==> config.mk <==
export PLATFORM = sky130hd
export DESIGN_NAME = dirty_interval_set_tracker
export DESIGN_NICKNAME = d
export VERILOG_FILES = /design/src/rtl/dist_pkg.sv /design/src/rtl/dist_cmp_unit.sv /design/src/rtl/dirty_interval_set_tracker.sv
export SDC_FILE = /design/constraint.sdc
export NUM_CORES = 2
export LEC_CHECK = 0
export BUFFER_PORTS_ARGS = -buffer_cell sky130_fd_sc_hd__buf_2
export CELL_PAD_IN_SITES_DETAIL_PLACEMENT = 1
export CELL_PAD_IN_SITES_GLOBAL_PLACEMENT = 2
export CORE_MARGIN = 1
export CORE_UTILIZATION = 46
export CTS_CLUSTER_DIAMETER = 150
export DETAILED_ROUTE_END_ITERATION = 8
export PLACE_DENSITY_LB_ADDON = 0.1
export SYNTH_ARGS = -nofsm -noshare
export SYNTH_HDL_FRONTEND = slang
export SYNTH_SLANG_ARGS = --single-unit
==> constraint.sdc <==
create_clock -name clk -period 14.5 [get_ports clk]
set_clock_uncertainty 0.2 [all_clocks]
set_input_delay 0.725 -clock clk [delete_from_list [all_inputs] [get_ports clk]]
set_output_delay 0.725 -clock clk [all_outputs]
set_load 0.005 [all_outputs]
==> src/rtl/dist_pkg.sv <==
// Shared types and constants for the dirty interval set tracker.
// No dependencies; imported by every module of the block.
package dist_pkg;

  localparam int MAX_RANGES = 16;
  localparam int IDX_W      = $clog2(MAX_RANGES);
  localparam int CNT_W      = $clog2(MAX_RANGES + 1);

  localparam logic [31:0] BOUND_MAX = 32'hFFFF_FFFF;

  typedef enum logic [2:0] {
    ACT_ADD    = 3'd0,
    ACT_INSERT = 3'd1,
    ACT_REMOVE = 3'd2,
    ACT_CLEAR  = 3'd3,
    ACT_READ   = 3'd4
  } action_t;

  typedef enum logic [1:0] {
    STAT_OK        = 2'd0,
    STAT_BAD_RANGE = 2'd1,
    STAT_FULL      = 2'd2,
    STAT_BAD_SLOT  = 2'd3
  } status_t;

  typedef enum logic [2:0] {
    ST_IDLE,
    ST_SCAN,
    ST_DROP,
    ST_SHUP,
    ST_SHDN,
    ST_DONE
  } state_t;

  // stored bounds (b, e) against key bounds (n, ne)
  typedef struct packed {
    logic b_lt_n;
    logic b_eq_n;
    logic e_lt_n;
    logic e_eq_n;
    logic e_lt_ne;
    logic e_eq_ne;
    logic b_lt_ne;
    logic b_eq_ne;
  } cmp_flags_t;

endpackage

==> src/rtl/dist_cmp_unit.sv <==
// Shared magnitude compare unit: one stored range against key bounds.
// Depends on dist_pkg (cmp_flags_t).
module dist_cmp_unit import dist_pkg::*; (
  input  logic [31:0] old_begin,
  input  logic [31:0] old_end,
  input  logic [31:0] key_begin,
  input  logic [31:0] key_end,
  output cmp_flags_t  flags
);

  always_comb begin
    flags.b_lt_n  = old_begin < key_begin;
    flags.b_eq_n  = old_begin == key_begin;
    flags.e_lt_n  = old_end < key_begin;
    flags.e_eq_n  = old_end == key_begin;
    flags.e_lt_ne = old_end < key_end;
    flags.e_eq_ne = old_end == key_end;
    flags.b_lt_ne = old_begin < key_end;
    flags.b_eq_ne = old_begin == key_end;
  end

endmodule

==> src/rtl/dirty_interval_set_tracker.sv <==
// Dirty interval set tracker: ordered list of half-open ranges with merge.
// Flow: clear, read, unused action and invalid add go straight to the result; insert and
// remove walk every entry, and a remove that drops an entry moves the later entries down;
// add scans the entries, and on a merge drops the entry, moves the later ones down and rescans.
// One word in flight; in_stall is high from accept until the result is registered.
// Synchronous active-low reset empties the list and drops out_valid.
module dirty_interval_set_tracker import dist_pkg::*; (
  input  logic        clk,
  input  logic        rst_n,
  input  logic        in_valid,
  output logic        in_stall,
  input  logic [2:0]  in_action,
  input  logic [31:0] in_span_begin,
  input  logic [31:0] in_span_end,
  input  logic [31:0] in_position,
  input  logic [3:0]  in_slot,
  output logic        out_valid,
  input  logic        out_stall,
  output logic [31:0] out_range_begin,
  output logic [31:0] out_range_end,
  output logic [4:0]  out_range_count,
  output logic [1:0]  out_status
);

  logic [31:0] begin_rf [MAX_RANGES];
  logic [31:0] end_rf   [MAX_RANGES];

  state_t            state_r, state_nxt;
  logic [CNT_W-1:0]  cnt_r, cnt_nxt;
  logic [CNT_W-1:0]  idx_r, idx_nxt;
  logic [IDX_W-1:0]  j_r, j_nxt;
  logic              ret_shdn_r, ret_shdn_nxt;
  logic [31:0]       nb_r, nb_nxt;
  logic [31:0]       ne_r, ne_nxt;
  logic [31:0]       pos_r, pos_nxt;
  logic [31:0]       res_b_r, res_b_nxt;
  logic [31:0]       res_e_r, res_e_nxt;
  status_t           res_st_r, res_st_nxt;
  logic              out_valid_r, out_valid_nxt;
  logic [31:0]       out_b_r, out_b_nxt;
  logic [31:0]       out_e_r, out_e_nxt;
  logic [4:0]        out_cnt_r, out_cnt_nxt;
  status_t           out_st_r, out_st_nxt;

  logic              wr_en;
  logic [IDX_W-1:0]  wr_idx;
  logic [31:0]       wr_b, wr_e;
  logic [IDX_W-1:0]  rd_idx;
  logic [31:0]       rd_b, rd_e;
  logic [31:0]       key_b;
  logic [CNT_W-1:0]  j_plus;
  cmp_flags_t        cf;

  logic covers_old, covers_new, touch;
  logic b_ge, e_gt, e_ge;
  logic [31:0] sh_b, sh_e;
  logic accept;

  assign accept   = in_valid && (state_r == ST_IDLE);
  assign in_stall = (state_r != ST_IDLE);
  assign j_plus   = CNT_W'(j_r) + CNT_W'(1);
  assign key_b    = (state_r == ST_SHUP || state_r == ST_SHDN) ? pos_r : nb_r;
  assign rd_b     = begin_rf[rd_idx];
  assign rd_e     = end_rf[rd_idx];

  dist_cmp_unit u_cmp (
    .old_begin (rd_b),
    .old_end   (rd_e),
    .key_begin (key_b),
    .key_end   (ne_r),
    .flags     (cf)
  );

  always_comb begin
    covers_old = (cf.b_lt_n || cf.b_eq_n) && !(cf.e_lt_n || cf.e_eq_n) && !cf.e_lt_ne;
    covers_new = !cf.b_lt_n && cf.b_lt_ne && (cf.e_lt_ne || cf.e_eq_ne);
    touch      = (!cf.b_lt_n && (cf.b_lt_ne || cf.b_eq_ne)) ||
                 ((cf.b_lt_n || cf.b_eq_n) && !cf.e_lt_n);
    b_ge       = !cf.b_lt_n;
    e_gt       = !(cf.e_lt_n || cf.e_eq_n);
    e_ge       = !cf.e_lt_n;
    if (state_r == ST_SHUP) begin
      sh_b = b_ge ? rd_b + 32'd1 : rd_b;
      sh_e = e_gt ? rd_e + 32'd1 : rd_e;
    end else begin
      sh_b = b_ge ? rd_b - 32'd1 : rd_b;
      sh_e = e_ge ? rd_e - 32'd1 : rd_e;
    end
  end

  always_comb begin
    state_nxt    = state_r;
    cnt_nxt      = cnt_r;
    idx_nxt      = idx_r;
    j_nxt        = j_r;
    ret_shdn_nxt = ret_shdn_r;
    nb_nxt       = nb_r;
    ne_nxt       = ne_r;
    pos_nxt      = pos_r;
    res_b_nxt    = res_b_r;
    res_e_nxt    = res_e_r;
    res_st_nxt   = res_st_r;
    out_valid_nxt = out_valid_r && out_stall;
    out_b_nxt    = out_b_r;
    out_e_nxt    = out_e_r;
    out_cnt_nxt  = out_cnt_r;
    out_st_nxt   = out_st_r;
    wr_en        = 1'b0;
    wr_idx       = idx_r[IDX_W-1:0];
    wr_b         = sh_b;
    wr_e         = sh_e;
    rd_idx       = idx_r[IDX_W-1:0];

    unique case (state_r)
      ST_IDLE: begin
        rd_idx = IDX_W'(in_slot);
        if (accept) begin
          res_b_nxt  = '0;
          res_e_nxt  = '0;
          res_st_nxt = STAT_OK;
          idx_nxt    = '0;
          nb_nxt     = in_span_begin;
          ne_nxt     = in_span_end;
          pos_nxt    = in_position;
          state_nxt  = ST_DONE;
          case (action_t'(in_action))
            ACT_ADD: begin
              if (in_span_begin >= in_span_end) begin
                res_st_nxt = STAT_BAD_RANGE;
              end else begin
                state_nxt = ST_SCAN;
              end
            end
            ACT_INSERT: state_nxt = ST_SHUP;
            ACT_REMOVE: state_nxt = ST_SHDN;
            ACT_CLEAR:  cnt_nxt = '0;
            ACT_READ: begin
              if (32'(in_slot) < 32'(cnt_r)) begin
                res_b_nxt = rd_b;
                res_e_nxt = rd_e;
              end else begin
                res_st_nxt = STAT_BAD_SLOT;
              end
            end
            default: ;
          endcase
        end
      end
      ST_SCAN: begin
        if (idx_r == cnt_r) begin
          state_nxt = ST_DONE;
          if (cnt_r == CNT_W'(MAX_RANGES)) begin
            res_st_nxt = STAT_FULL;
          end else begin
            wr_en   = 1'b1;
            wr_idx  = cnt_r[IDX_W-1:0];
            wr_b    = nb_r;
            wr_e    = ne_r;
            cnt_nxt = cnt_r + CNT_W'(1);
          end
        end else if (covers_old) begin
          state_nxt = ST_DONE;
        end else if (covers_new || touch) begin
          if (!covers_new) begin
            if (cf.b_lt_n) nb_nxt = rd_b;
            if (!(cf.e_lt_ne || cf.e_eq_ne)) ne_nxt = rd_e;
          end
          j_nxt        = idx_r[IDX_W-1:0];
          ret_shdn_nxt = 1'b0;
          state_nxt    = ST_DROP;
        end else begin
          idx_nxt = idx_r + CNT_W'(1);
        end
      end
      ST_DROP: begin
        rd_idx = j_plus[IDX_W-1:0];
        if (j_plus < cnt_r) begin
          wr_en  = 1'b1;
          wr_idx = j_r;
          wr_b   = rd_b;
          wr_e   = rd_e;
          j_nxt  = j_plus[IDX_W-1:0];
        end else begin
          cnt_nxt = cnt_r - CNT_W'(1);
          if (ret_shdn_r) begin
            state_nxt = ST_SHDN;
          end else begin
            idx_nxt   = '0;
            state_nxt = ST_SCAN;
          end
        end
      end
      ST_SHUP: begin
        if (idx_r == cnt_r) begin
          state_nxt = ST_DONE;
        end else begin
          wr_en   = 1'b1;
          idx_nxt = idx_r + CNT_W'(1);
        end
      end
      ST_SHDN: begin
        if (idx_r == cnt_r) begin
          state_nxt = ST_DONE;
        end else if (sh_b == sh_e || sh_b == BOUND_MAX) begin
          j_nxt        = idx_r[IDX_W-1:0];
          ret_shdn_nxt = 1'b1;
          state_nxt    = ST_DROP;
        end else begin
          wr_en   = 1'b1;
          idx_nxt = idx_r + CNT_W'(1);
        end
      end
      ST_DONE: begin
        if (!out_valid_r || !out_stall) begin
          out_valid_nxt = 1'b1;
          out_b_nxt     = res_b_r;
          out_e_nxt     = res_e_r;
          out_cnt_nxt   = 5'(cnt_r);
          out_st_nxt    = res_st_r;
          state_nxt     = ST_IDLE;
        end
      end
      default: state_nxt = ST_IDLE;
    endcase
  end

  always_ff @(posedge clk) begin
    if (!rst_n) begin
      state_r     <= ST_IDLE;
      cnt_r       <= '0;
      out_valid_r <= 1'b0;
    end else begin
      state_r     <= state_nxt;
      cnt_r       <= cnt_nxt;
      out_valid_r <= out_valid_nxt;
    end
  end

  always_ff @(posedge clk) begin
    idx_r      <= idx_nxt;
    j_r        <= j_nxt;
    ret_shdn_r <= ret_shdn_nxt;
    nb_r       <= nb_nxt;
    ne_r       <= ne_nxt;
    pos_r      <= pos_nxt;
    res_b_r    <= res_b_nxt;
    res_e_r    <= res_e_nxt;
    res_st_r   <= res_st_nxt;
    out_b_r    <= out_b_nxt;
    out_e_r    <= out_e_nxt;
    out_cnt_r  <= out_cnt_nxt;
    out_st_r   <= out_st_nxt;
  end

  always_ff @(posedge clk) begin
    if (wr_en) begin
      begin_rf[wr_idx] <= wr_b;
      end_rf[wr_idx]   <= wr_e;
    end
  end

  assign out_valid       = out_valid_r;
  assign out_range_begin = out_b_r;
  assign out_range_end   = out_e_r;
  assign out_range_count = out_cnt_r;
  assign out_status      = out_st_r;

endmodule

==> impl_metrics.toml <==
[job]
max_cap_viol_count = 0

[setup_path]
cpPeakStageDelay_ns = 1.11
cp-end-kind = "flop"
worst-path-max-fanout = 52
worstPathRequired_ns = 14.69
critPathTopFamily = "simple AND/OR/NAND/NOR gates"
worstPathArrival_ns = 12.73
cp_common_cell = "buf_4"
cp_num_buf_inv = 5
critPathSlowestCell = "nor4_1"
path_class = "flop to flop"
crit_path_start_kind = "flop"

[floorplanning]
start_util = 0.4665
fp.dieH_um = 365.3
dieArea_mm2 = 0.1334
pin_count = 180
die_w_um = 365.3
core-area_mm2 = 0.1301
rows = 132

[clock_network]
cts_buffers = 140
post-cts-setup-buffers = 0
htreeDepth = 4
cts_tree = "done"
cts.sinks = 1276
clk_pin_slew_ns = 0.06
cts_max_path_buffers = 3
cts_resized = 0
hold_buffers = 32
clock-root-buffer = "clkbuf_16"
worstSkewPairLatency_ns = 0.78

[logic_synthesis]
synth_seq_cells = 1276
synth_edf_count = 1267
yosysSeqAreaShare = 0.6296
synth_cells = 4350
synth_nets = 4634
async_reset_ff_frac = 0
syn_area_mm2 = 0.06071
yosys_warnings = 0
syn_avg_cell_area_um2 = 13.96
synth-main-ff-cell = "edfxtp_1"
yosysUniqueCellTypes = 108

[cells_and_area]
drive_above_1_share = 0.1479
multi_input_area_mm2 = 0.02035
finalNonFillerCells = 6356
final_nets = 4789
final_area_mm2 = 0.06816
area_delta_synth_final_pct = 12.27
num-fill-cells = 12758
layout.area.seq_mm2 = 0.03823

[timing]
holdWs_ns = 0.05455
min_period_ns = 12.54
setup_tns_ns = 0
period_share = 0.8647
worst_pin_slew_ns = 1.353
finalSetupViolations = 0
hold_viol_final = 0
fmax_mhz = 79.76
rsz0062_at_grt = "no"
slew_viol_final = 0
slew_headroom = 0.09221

[placed_design]
dp.cells = 6073
place_area_mm2 = 0.06339
numPortBuffers = 179
hpwl_um = 130900
place_congestion = 0.9152

[routing]
route.layer.met1.wl_um = 91060
dr.pass1.iters = 5
first_iter_violations = 4079
wl_met2_um = 102100
met3_length_um = 12000
top_layer = "met5"
num_vias = 41147
post_drt_wl_per_cell_um = 33.17
viasPerCell = 6.474
route.antenna.remaining_nets = 0
totalWireLength_um = 210800
drc = 0

[status]
outcome = "complete, no violations"

[hold_path]
hold_path.class = "input port to flop"

[global_route]
grt_max_degree = 171
overflow = 0
grt_pass1_vias = 42008
antenna_found_initial = 1
grt_pass1_wl_um = 302000
gr-usage-all-layers = 0.3143
==> placed cells by master, fill, tap and decap left out, types with 34 or more instances in the layout <==
cell	instances
edfxtp_1	1267
a311o_1	97
a21oi_1	88
nor2_1	108
o311a_1	201
clkinv_1	36
ha_1	176
nand2_1	477
inv_1	102
clkbuf_16	145
o21ai_0	120
nor3_1	41
a2111o_1	97
buf_4	133
buf_2	179
xnor2_1	70
a211oi_1	206
nand4_1	79
nand3_1	57
mux4_2	44
and2_1	53
mux2i_1	160
a21o_1	34
==> cell families after synthesis <==
logic type,synth area share
buffers and inverters,0.04120
AOI/OAI and AO/OA,0.1478
DFF,0.6296
adders and majority gates,0.03660
xor gates and xnor gates,0.01515
and+or+nand+nor,0.08618
muxes,0.04348
==> cell usage after synthesis (18+ instances only) <==
library cell  count  area (um^2)
a2111o_1         97         1092
a211oi_1        208         1562
a21o_1           35        262.8
a21oi_1          98        490.5
a222oi_1         21        210.2
a22oi_1          19        142.6
a311o_1          97        970.9
and2_1           53        331.6
and4_1           19        166.4
buf_2           110        550.5
buf_4            56        420.4
buf_6            48        540.5
clkbuf_1        113        424.2
edfxtp_1       1267        38050
ha_1            176         2202
inv_1           102        382.9
mux2i_1         160         1602
mux4_2           44        991.0
nand2_1         477         1790
nand2b_1         26        162.7
nand3_1          57        285.3
nand4_1          79        494.2
nor2_1          113        424.2
nor2b_1          35        219.0
nor3_1           41        205.2
nor4_1           21        131.4
o21a_1           18        135.1
o21ai_0         132        660.6
o311a_1         201         2012
or3_1            19        118.9
xnor2_1          70        613.1
xor2_1           26        227.7
==> worst paths after layout <==
check | endpoint | startpoint | slack, ns | depth (start not counted)
worst max-delay path | begin_rf[11][10] | state_r[2] | 1.96 | 27
worst min-delay path | nb_r[15] | in_span_begin[15] | 0.05 | 3
worst max register to register | begin_rf[11][10] | state_r[2] | 1.96 | 27
worst min register to register | out_range_end[18] | res_e_r[18] | 0.20 | 0
==> metal layers <==
layer | global-route usage | vias up
met4 | 0.09066 | 2
met2 | 0.5182 | 1424
met1 | 0.4335 | 21692
li1 | - | 17760
met5 | 0 | -
met3 | 0.04371 | 269
==> sequential cells by signal, summed over array words and instances, names as in the netlist, 3 cells and up <==
name / count
nb_r: 32
out_range_begin: 32
out_range_end: 32
end_rf: 512
j_r: 4
ne_r: 32
res_b_r: 32
pos_r: 32
begin_rf: 512
idx_r: 5
state_r: 3
cnt_r: 5
out_range_count: 5
res_e_r: 32
==> stage by stage <==
| stage | util | worst slack [ns] |
|---|---|---|
| global route | 0.5237 | 1.347 |
| global placement | 0.4871 | 2.326 |
| detailed placement | 0.4871 | 2.160 |
| CTS | 0.5236 | 2.072 |
| floorplan | - | 3.983 |
| finish | 0.5237 | 1.962 |
==> area by class of cell <==
| cell class | count | area share |
|---|---|---|
| Antenna cell | 2 | 0.00007343 |
| Clock buffer | 170 | 0.05505 |
| Clock inverter | 79 | 0.01000 |
| Inverter | 113 | 0.006296 |
| Multi-Input combinational cell | 2614 | 0.2986 |
| Sequential cell | 1276 | 0.5608 |
| Tap cell | 1742 | 0.03198 |
| Timing Repair Buffer | 360 | 0.03719 |
==> worst reg2reg max path, delay by kind of cell, from the launching register on <==
kind,cells,cell delay [ns]
and+or+nand+nor,12,4.50
AOI/OAI and AO/OA,6,3.12
buffers and inverters,5,2.34
DFF,1,0.78
muxes,2,0.42
xor gates and xnor gates,1,0.40
adders and majority gates,1,0.33
Power is not shown: default switching activity piles up to over one toggle a cycle in this logic, so the estimate is an artifact.
